$ cat config.mk
export PLATFORM = sky130hd
export DESIGN_NAME = three_term_recurrence_checksum_top
export DESIGN_NICKNAME = d
export VERILOG_FILES = /design/src/rtl/ttrc_pkg.sv /design/src/rtl/three_term_recurrence_checksum_top.sv
export SDC_FILE = /design/constraint.sdc
export NUM_CORES = 1
export LEC_CHECK = 0
export ABC_CLOCK_PERIOD_IN_PS = 36800
export BUFFER_PORTS_ARGS = -buffer_cell sky130_fd_sc_hd__buf_2
export CELL_PAD_IN_SITES_DETAIL_PLACEMENT = 2
export CELL_PAD_IN_SITES_GLOBAL_PLACEMENT = 2
export CORE_UTILIZATION = 45
export DETAILED_ROUTE_END_ITERATION = 10
export GPL_ROUTABILITY_DRIVEN = 0
export PLACE_DENSITY = 0.94
export REMOVE_ABC_BUFFERS = 1
export SLEW_MARGIN = 20
export SYNTH_ARGS = -nofsm -noshare
export SYNTH_HDL_FRONTEND = slang
export SYNTH_SLANG_ARGS = --single-unit
$ cat constraint.sdc
create_clock -name aclk -period 36.8 [get_ports aclk]
set_clock_uncertainty 0.2 [all_clocks]
set_input_delay 1.84 -clock aclk [delete_from_list [all_inputs] [get_ports aclk]]
set_output_delay 1.84 -clock aclk [all_outputs]
set_load 0.02 [all_outputs]
$ cat src/rtl/ttrc_pkg.sv
// Shared constants and types for the three-term recurrence checksum block.
package ttrc_pkg;

    localparam int unsigned BYTE_W = 8;
    localparam int unsigned TERM_W = 16;

    // Offset added to the first byte of a message
    localparam logic [TERM_W-1:0] FIRST_OFFSET = 16'd7;
    // Position multipliers, taken modulo 256
    localparam logic [BYTE_W-1:0] ALPHA_MUL = 8'd17;
    localparam logic [BYTE_W-1:0] BETA_MUL  = 8'd31;
    // Fold modulus 2^16 - 1
    localparam logic [16:0] FOLD_MOD = 17'd65535;
    // 257 * 65535, lifts the signed difference above zero before folding
    localparam logic [25:0] FOLD_BIAS = 26'd16842495;

    typedef logic [BYTE_W-1:0] byte_t;
    typedef logic [TERM_W-1:0] term_t;

endpackage

$ cat src/rtl/three_term_recurrence_checksum_top.sv
// Three-term recurrence checksum over a stream of message bytes.
//   Path: the checksum of a message passes the input register and then the result
//   register on its way to m_tdata after its last word is accepted.
//   Throughput: one byte per cycle; a last word holds in the input register while an
//   earlier checksum still waits on m_tready.
//   Reset: aresetn (synchronous, active low) empties both registers and sets
//   the terms to one, the position to zero, awaiting the first byte.
module three_term_recurrence_checksum_top (
    input  logic        aclk,
    input  logic        aresetn,
    input  logic        s_tvalid,
    output logic        s_tready,
    input  logic [7:0]  s_tdata,   // [7:0] data_byte
    input  logic        s_tlast,   // last_byte
    output logic        m_tvalid,
    input  logic        m_tready,
    output logic [15:0] m_tdata    // [15:0] checksum
);

    // Input register
    logic                in_valid_reg, in_valid_next;
    ttrc_pkg::byte_t     in_byte_reg;
    logic                in_last_reg;

    // Recurrence state
    ttrc_pkg::term_t     prev_reg, prev_next;
    ttrc_pkg::term_t     cur_reg, cur_next;
    ttrc_pkg::byte_t     pos_reg, pos_next;
    logic                mid_reg, mid_next;

    // Result register
    logic                out_valid_reg, out_valid_next;
    ttrc_pkg::term_t     out_data_reg;

    logic                advance;
    logic                s_accept;

    // Datapath
    ttrc_pkg::byte_t     alpha;
    ttrc_pkg::byte_t     beta;
    logic [8:0]          coef;
    logic [24:0]         lhs;
    logic [23:0]         rhs;
    logic [25:0]         diff;
    logic [25:0]         lifted;
    logic [16:0]         fold1;
    logic [16:0]         fold2;
    ttrc_pkg::term_t     rec_term;
    ttrc_pkg::term_t     new_cur;

    // Advance the held word when it yields no result or the result slot frees
    assign advance  = in_valid_reg && (!in_last_reg || !out_valid_reg || m_tready);
    assign s_tready = !in_valid_reg || advance;
    assign s_accept = s_tvalid && s_tready;

    assign m_tvalid = out_valid_reg;
    assign m_tdata  = out_data_reg;

    // Position coefficients, both modulo 256
    assign alpha = ttrc_pkg::BYTE_W'(pos_reg * ttrc_pkg::ALPHA_MUL);
    assign beta  = ttrc_pkg::BYTE_W'(pos_reg * ttrc_pkg::BETA_MUL);
    assign coef  = {1'b0, in_byte_reg} + {1'b0, alpha};

    assign lhs = 25'(coef) * 25'(cur_reg);
    assign rhs = 24'(beta) * 24'(prev_reg);

    // Two's complement difference; a negative value stands in for a wrap through 2^64,
    // which is congruent to one, so add one when the sign is set
    assign diff   = {1'b0, lhs} - {2'b00, rhs};
    assign lifted = diff + {25'd0, diff[25]} + ttrc_pkg::FOLD_BIAS;

    // Fold by 2^16 - 1: high half adds onto the low half, twice, then trim
    assign fold1 = {7'd0, lifted[25:16]} + {1'b0, lifted[15:0]};
    assign fold2 = {16'd0, fold1[16]} + {1'b0, fold1[15:0]};
    assign rec_term = (fold2 >= ttrc_pkg::FOLD_MOD) ?
                      ttrc_pkg::TERM_W'(fold2 - ttrc_pkg::FOLD_MOD) :
                      fold2[15:0];

    // First byte seeds the current term
    assign new_cur = mid_reg ? rec_term :
                     (ttrc_pkg::TERM_W'(in_byte_reg) + ttrc_pkg::FIRST_OFFSET);

    always_comb begin
        prev_next = prev_reg;
        cur_next  = cur_reg;
        pos_next  = pos_reg;
        mid_next  = mid_reg;
        if (advance) begin
            if (in_last_reg) begin
                // Drop back to the reset state once the message closes
                prev_next = 16'd1;
                cur_next  = 16'd1;
                pos_next  = '0;
                mid_next  = 1'b0;
            end else begin
                prev_next = mid_reg ? cur_reg : 16'd1;
                cur_next  = new_cur;
                pos_next  = mid_reg ? pos_reg + 8'd1 : 8'd1;
                mid_next  = 1'b1;
            end
        end
    end

    always_comb begin
        in_valid_next = in_valid_reg;
        if (s_accept) begin
            in_valid_next = 1'b1;
        end else if (advance) begin
            in_valid_next = 1'b0;
        end
    end

    always_comb begin
        out_valid_next = out_valid_reg;
        if (advance && in_last_reg) begin
            out_valid_next = 1'b1;
        end else if (m_tready) begin
            out_valid_next = 1'b0;
        end
    end

    always_ff @(posedge aclk) begin
        if (!aresetn) begin
            in_valid_reg  <= 1'b0;
            out_valid_reg <= 1'b0;
            prev_reg      <= 16'd1;
            cur_reg       <= 16'd1;
            pos_reg       <= '0;
            mid_reg       <= 1'b0;
        end else begin
            in_valid_reg  <= in_valid_next;
            out_valid_reg <= out_valid_next;
            prev_reg      <= prev_next;
            cur_reg       <= cur_next;
            pos_reg       <= pos_next;
            mid_reg       <= mid_next;
        end
    end

    // Payload registers: input ones load on acceptance, the result one when a last word advances; hold otherwise
    always_ff @(posedge aclk) begin
        if (s_accept) begin
            in_byte_reg <= s_tdata;
            in_last_reg <= s_tlast;
        end
        if (advance && in_last_reg) begin
            out_data_reg <= new_cur;
        end
    end

endmodule

==> summary.txt, run 1 <==
Timing
  • Tightest Pin Transition: 1.174 ns
  • Pins Over Slew Limit: 0
  • Final number of setup-violating endpoints: 0
  • Fmax: 48.98 MHz
  • RSZ-0062 raised after global routing: no
  • Final Hold Fails: 0
  • Final min period: 20.42 ns
  • Final clock period utilization by the worst path: 55.48%
  • Worst hold slack: 0.4131 ns
  • Final TNS setup: 0 ns
  • Slew Limit Headroom: 21.52%

Clock tree
  • Post-CTS setup buffer count: 0
  • CTS Sinks: 68
  • Post_cts resized: 0
  • Clk Latency, worst-skew pair: 0.37 ns
  • TritonCTS clock tree: yes
  • Hold-fix buffers, CTS: 0
  • Num CTS Buffers: 9
  • Clock buffer depth: 2
  • CTS root buf: clkbuf_16
  • # H-tree levels: 3
  • Clock Pin Slew Worst Setup and Hold Paths: 0.08 ns

Hold path
  • Endpoint with the worst hold slack: pos_reg[6]$_SDFFE_PN0P_
  • Cell count of the worst hold path: 1
  • Hold_sp: pos_reg[6]$_SDFFE_PN0P_
  • Hold Path Class: reg2reg

Worst setup path
  • Setup CP Type: reg2reg
  • Crit-path slowest cell: a2111oi_0
  • Reg2reg end: m_tdata[4]$_DFFE_PP_
  • Most frequent CP cell: ha_1
  • CP Data Arrival Time: 20.28 ns
  • Worst r2r path cells: 57
  • Crit end category: flip-flop
  • Setup slack, reg-to-reg: 16.38 ns
  • Max FO, Critical Path: 26
  • Startpoint Class: flip-flop
  • R2r startpoint: pos_reg[0]$_SDFFE_PN0P_
  • Worst path required time: 36.67 ns
  • Worst Setup SP: pos_reg[0]$_SDFFE_PN0P_
  • Crit-path max cell delay: 0.88 ns

Synth
  • Seq cells post-synth: 68
  • Synth cell types: 79
  • Ys async rst share: 0%
  • Synthesized cell area: 14630 um2
  • YS warnings: 0
  • Top_reg_cell synth: dfxtp_1
  • Cells after synthesis: 1677
  • Mapped Avg Cell Area: 8.721 um2
  • Sequential fraction of the synthesis area: 11.02%
  • EDFF count, synth: 25

Global routing
  • Initial antenna violation count: 4
  • First-pass GRT wire length: 114000 um
  • Vias in the first global route: 16530
  • Pin count of the biggest net entering global routing: 32
  • GRT overflow: 0
  • GRT Util Overall: 48.58%

Final layout
  • Synth-to-Final Area Change: 6.434%
  • Share of layout cells above drive strength 1: 5.188%
  • Layout fillers: 3414
  • Layout Nets: 2043
  • N_diodes: 0
  • Reg area: 1613 um2
  • Final cell count without fillers: 2112
  • Fin util: 48.95%
  • Most frequent cells in the layout: inv_1 (318), fa_1 (238), nand2_1 (198)
  • Most common cell after layout, fill and taps aside: inv_1
  • Multi-input logic area: 11640 um2

Die
  • Die width: 182.3 um
  • Core area: 31800 um2
  • Die height: 182.3 um
  • I/O pins: 31
  • Placement Rows: 65
  • Initial Util: 45.99%
  • Die footprint: 33230 um2

Routing
  • Post-DR wirelength/cell: 36.97 um
  • Total wire length: 78080 um
  • Initial DRC Count: 1016
  • Length of the first detailed-routing pass in iterations: 6
  • Antenna viol nets, final: 0
  • Via count: 14050
  • Vias per Instance: 6.651
  • Residual DRC: 0

Placement
  • Port buffer count: 30
  • Inst Count DP: 2096
  • Dpl hpwl: 50730 um

Flow run
  • Max Cap Viol: 0

Status
  • Status: finished, final reports clean
## cells by family (layout without fill, tap and decap cells)
family	after synthesis	in the layout	share of synthesized area, %
muxes	2	2	0.1369
and+or+nand+nor	540	540	18.90
xor gates and xnor gates	78	78	4.765
adders and majority gates	358	358	42.84
DFF	68	68	11.02
AOI/OAI and AO/OA	253	253	12.63
buffers and inverters	378	378	9.710
## layout make-up
type	instances	share of cell area, %
sequential	68	10.36
multi-input combinational	1231	74.77
tap	435	3.496
clock buffer	9	1.447
clock inverter	7	0.6430
inverter	319	7.692
timing repair buffer	43	1.592
## stage by stage
step	cell area (um2)	worst slack, ns
floorplan	14400	21.65
global placement	15240	20.20
global route	15570	16.25
detailed placement	15240	18.20
finish	15570	16.38
CTS	15560	16.78
## critical path: cells and delay by family, from the launching register on
| family | cells | cell delay, ns |
|---|---|---|
| buffers and inverters | 5 | 0.60 |
| AOI/OAI and AO/OA | 18 | 6.21 |
| xor gates and xnor gates | 4 | 1.01 |
| and+or+nand+nor | 14 | 4.01 |
| DFF | 1 | 0.79 |
| adders and majority gates | 16 | 7.22 |
## Yosys cell counts (4+ instances only)
cell	count	area share [%]
a211o_1	6	0.36
fa_1	238	33
edfxtp_1	25	5.1
o211ai_1	8	0.41
nor3_1	22	0.75
xnor2_1	53	3.2
a211oi_1	8	0.41
dfxtp_1	43	5.9
or2_2	7	0.30
nand3_1	20	0.68
o21bai_1	8	0.41
o22ai_1	7	0.30
clkbuf_1	55	1.4
nor3b_1	4	0.21
nand2_1	198	5.1
a31oi_1	8	0.34
xor2_1	24	1.4
o211a_1	4	0.27
nand4_1	12	0.51
and4_1	5	0.30
and2_1	128	5.5
or3_1	14	0.60
o21ai_0	43	1.5
o21a_1	9	0.46
ha_1	120	10
nor2_1	45	1.2
nor4_1	4	0.17
inv_1	318	8.2
a2111o_1	4	0.31
a21o_1	20	1.0
a22oi_1	21	1.1
a21boi_0	4	0.21
nand2b_1	7	0.30
a21oi_1	41	1.4
and3_1	18	0.77
o21ai_1	7	0.24
o2111ai_1	11	0.66
nor2b_1	42	1.8
a2111oi_0	7	0.42
## layer usage
layer	global-route usage [%]	up-vias	wire length (um)
met5	0	-	62
met4	47.60	8	9226
met3	20.18	542	8758
met2	77.90	1001	35780
met1	46.86	7114	24250
li1	-	5381	-
## how the worst max path moves through the flow
stage	end	slack [ns]	cells after the start
global route	m_tdata[4]$_DFFE_PP_	16.25	57
detailed placement	m_tdata[6]$_DFFE_PP_	18.20	58
global placement	m_tdata[6]$_DFFE_PP_	20.20	58
finish	m_tdata[4]$_DFFE_PP_	16.38	57
floorplan	m_tdata[4]$_DFFE_PP_	21.65	57
CTS	m_tdata[4]$_DFFE_PP_	16.78	56
Power of run 1 is not shown: default switching activity piles up to over one toggle a cycle in this logic, so the estimate is an artifact.
==> run 2: changes to the inputs <==
--- a/config.mk
+++ b/config.mk
@@ -5,14 +5,14 @@
 export SDC_FILE = /design/constraint.sdc
 export NUM_CORES = 1
 export LEC_CHECK = 0
-export ABC_CLOCK_PERIOD_IN_PS = 36800
+export ABC_CLOCK_PERIOD_IN_PS = 16500
 export BUFFER_PORTS_ARGS = -buffer_cell sky130_fd_sc_hd__buf_2
 export CELL_PAD_IN_SITES_DETAIL_PLACEMENT = 2
 export CELL_PAD_IN_SITES_GLOBAL_PLACEMENT = 2
-export CORE_UTILIZATION = 45
+export CORE_UTILIZATION = 38
 export DETAILED_ROUTE_END_ITERATION = 10
 export GPL_ROUTABILITY_DRIVEN = 0
-export PLACE_DENSITY = 0.94
+export PLACE_DENSITY = 0.85
 export REMOVE_ABC_BUFFERS = 1
 export SLEW_MARGIN = 20
 export SYNTH_ARGS = -nofsm -noshare
==> constraint.sdc (replaced) <==
create_clock -name aclk -period 16.5 [get_ports aclk]
set_clock_uncertainty 0.2 [all_clocks]
set_input_delay 0.825 -clock aclk [delete_from_list [all_inputs] [get_ports aclk]]
set_output_delay 0.825 -clock aclk [all_outputs]
set_load 0.02 [all_outputs]
==> run 2 against run 1 <==
  * Cell count increased by 4.1%
  * Wire length is 29% lower
  * Highest routed layer is now met4
  * Setup slack got worse by 16 ns
==> summary.txt, run 2 (synthesized netlist as in run 1, its figures left out) <==
Status
  • Status: finished, final reports clean

Final layout
  • Most frequent cells in the layout: inv_1 (318), fa_1 (237), nand2_1 (197)
  • Multi-input logic area: 11740 um2
  • Synth-to-Final Area Change: 8.256%
  • Final cell count without fillers: 2199
  • Most common cell after layout, fill and taps aside: inv_1
  • Layout Nets: 2053
  • Layout fillers: 4197
  • Share of layout cells above drive strength 1: 6.698%
  • Reg area: 1617 um2

Timing
  • Final Hold Fails: 0
  • Pins Over Slew Limit: 0
  • Final number of setup-violating endpoints: 0
  • Tightest Pin Transition: 0.8956 ns
  • Final min period: 15.86 ns
  • Fmax: 63.04 MHz
  • Final clock period utilization by the worst path: 96.14%
  • Worst hold slack: 0.3362 ns
  • Slew Limit Headroom: 40.30%

Die
  • I/O pins: 31
  • Initial Util: 38.74%
  • Die width: 198.2 um
  • Placement Rows: 71
  • Die height: 198.2 um
  • Core area: 37760 um2
  • Die footprint: 39280 um2

Global routing
  • Pin count of the biggest net entering global routing: 32
  • First-pass GRT wire length: 84790 um
  • Vias in the first global route: 14810
  • GRT overflow: 0
  • Initial antenna violation count: 0
  • GRT Util Overall: 29.01%

Worst setup path
  • CP Data Arrival Time: 15.90 ns
  • Crit-path slowest cell: fa_1
  • Crit end category: flip-flop
  • Max FO, Critical Path: 16
  • Worst path required time: 16.54 ns
  • Crit-path max cell delay: 0.60 ns
  • Startpoint Class: flip-flop
  • Setup CP Type: reg2reg
  • Most frequent CP cell: fa_1

Routing
  • Antenna viol nets, final: 0
  • Residual DRC: 0
  • Vias per Instance: 5.707
  • Initial DRC Count: 525
  • Via count: 12550
  • Length of the first detailed-routing pass in iterations: 4
  • Total wire length: 55300 um
  • Post-DR wirelength/cell: 25.15 um

Placement
  • Dpl hpwl: 43380 um
  • Inst Count DP: 2177
  • Port buffer count: 30

Clock tree
  • TritonCTS clock tree: yes
  • # H-tree levels: 3
  • CTS root buf: clkbuf_16
  • CTS Sinks: 68
  • Clk Latency, worst-skew pair: 0.36 ns
  • Clock buffer depth: 2
  • Clock Pin Slew Worst Setup and Hold Paths: 0.07 ns
  • Hold-fix buffers, CTS: 0
  • Num CTS Buffers: 9

Flow run
  • Max Cap Viol: 0

Hold path
  • Hold Path Class: reg2reg
## run 2: cell count changes in the layout (fill, tap and decap cells not counted), sizes merged
cell,delta
clkinv,-2
diode,+1
clkbuf,+1
clkinvlp,+3
bufinv,-2
buf,+10
## run 2: layout make-up
| cell class | count | area share, % |
|---|---|---|
| clock inverters | 6 | 0.3082 |
| flip-flops and latches | 68 | 10.21 |
| diodes | 1 | 0.01581 |
| clock buffers | 10 | 1.509 |
| repair buffers | 53 | 2.197 |
| inverters | 319 | 7.563 |
| well taps | 511 | 4.038 |
| multi-input cells | 1231 | 74.16 |
## run 2: path summary, 6_finish.rpt
path	start	to	slack, ns	depth (start not counted)
max	pos_reg[0]$_SDFFE_PN0P_	cur_reg[0]$_SDFFE_PN1P_	0.64	57
max reg2reg	pos_reg[0]$_SDFFE_PN0P_	cur_reg[0]$_SDFFE_PN1P_	0.64	57
min reg2reg	pos_reg[6]$_SDFFE_PN0P_	pos_reg[6]$_SDFFE_PN0P_	0.34	1
min	pos_reg[6]$_SDFFE_PN0P_	pos_reg[6]$_SDFFE_PN0P_	0.34	1
## run 2: worst max-delay path: cells and delay by family, from the launching register on
| family | cells | cell delay, ns |
|---|---|---|
| fa+ha+maj | 17 | 7.26 |
| compound gates | 17 | 3.71 |
| buf+inv | 5 | 0.52 |
| xor+xnor | 5 | 1.07 |
| simple gates | 13 | 2.58 |
| flops | 1 | 0.36 |
## run 2: timing repair
action | 4_1_cts | 5_1_grt
cloned | 0 | 0
pin swaps | 3 | 5
setup endpoints to repair | 32 | 32
resized for setup | 9 | 22
setup buffers | 3 | 2
## run 2: metrics by stage
stage | cell area [um2] | util, % | setup WS (ns) | TNS [ns]
6_report | 15830 | 41.94 | 0.6373 | 0
3_5_place_dp | 15360 | 40.68 | -0.6981 | -13.69
4_1_cts | 15720 | 41.65 | 0.07590 | 0
3_3_place_gp | 15360 | 40.68 | 0.1662 | 0
5_1_grt | 15830 | 41.93 | -0.07185 | -0.5018
2_1_floorplan | 14400 | - | 1.352 | 0
## run 2: metal layers
layer  vias to the layer above  global-route usage, %  part of all wire (%)
li1                       5395                      -                     -
met1                      6610                  32.85                    38
met2                       369                  53.61                    53
met3                       175                  3.304                   3.8
met4                         0                  14.33                   5.1
met5                         -                      0                     0
Power of run 2 is left out for the same reason.
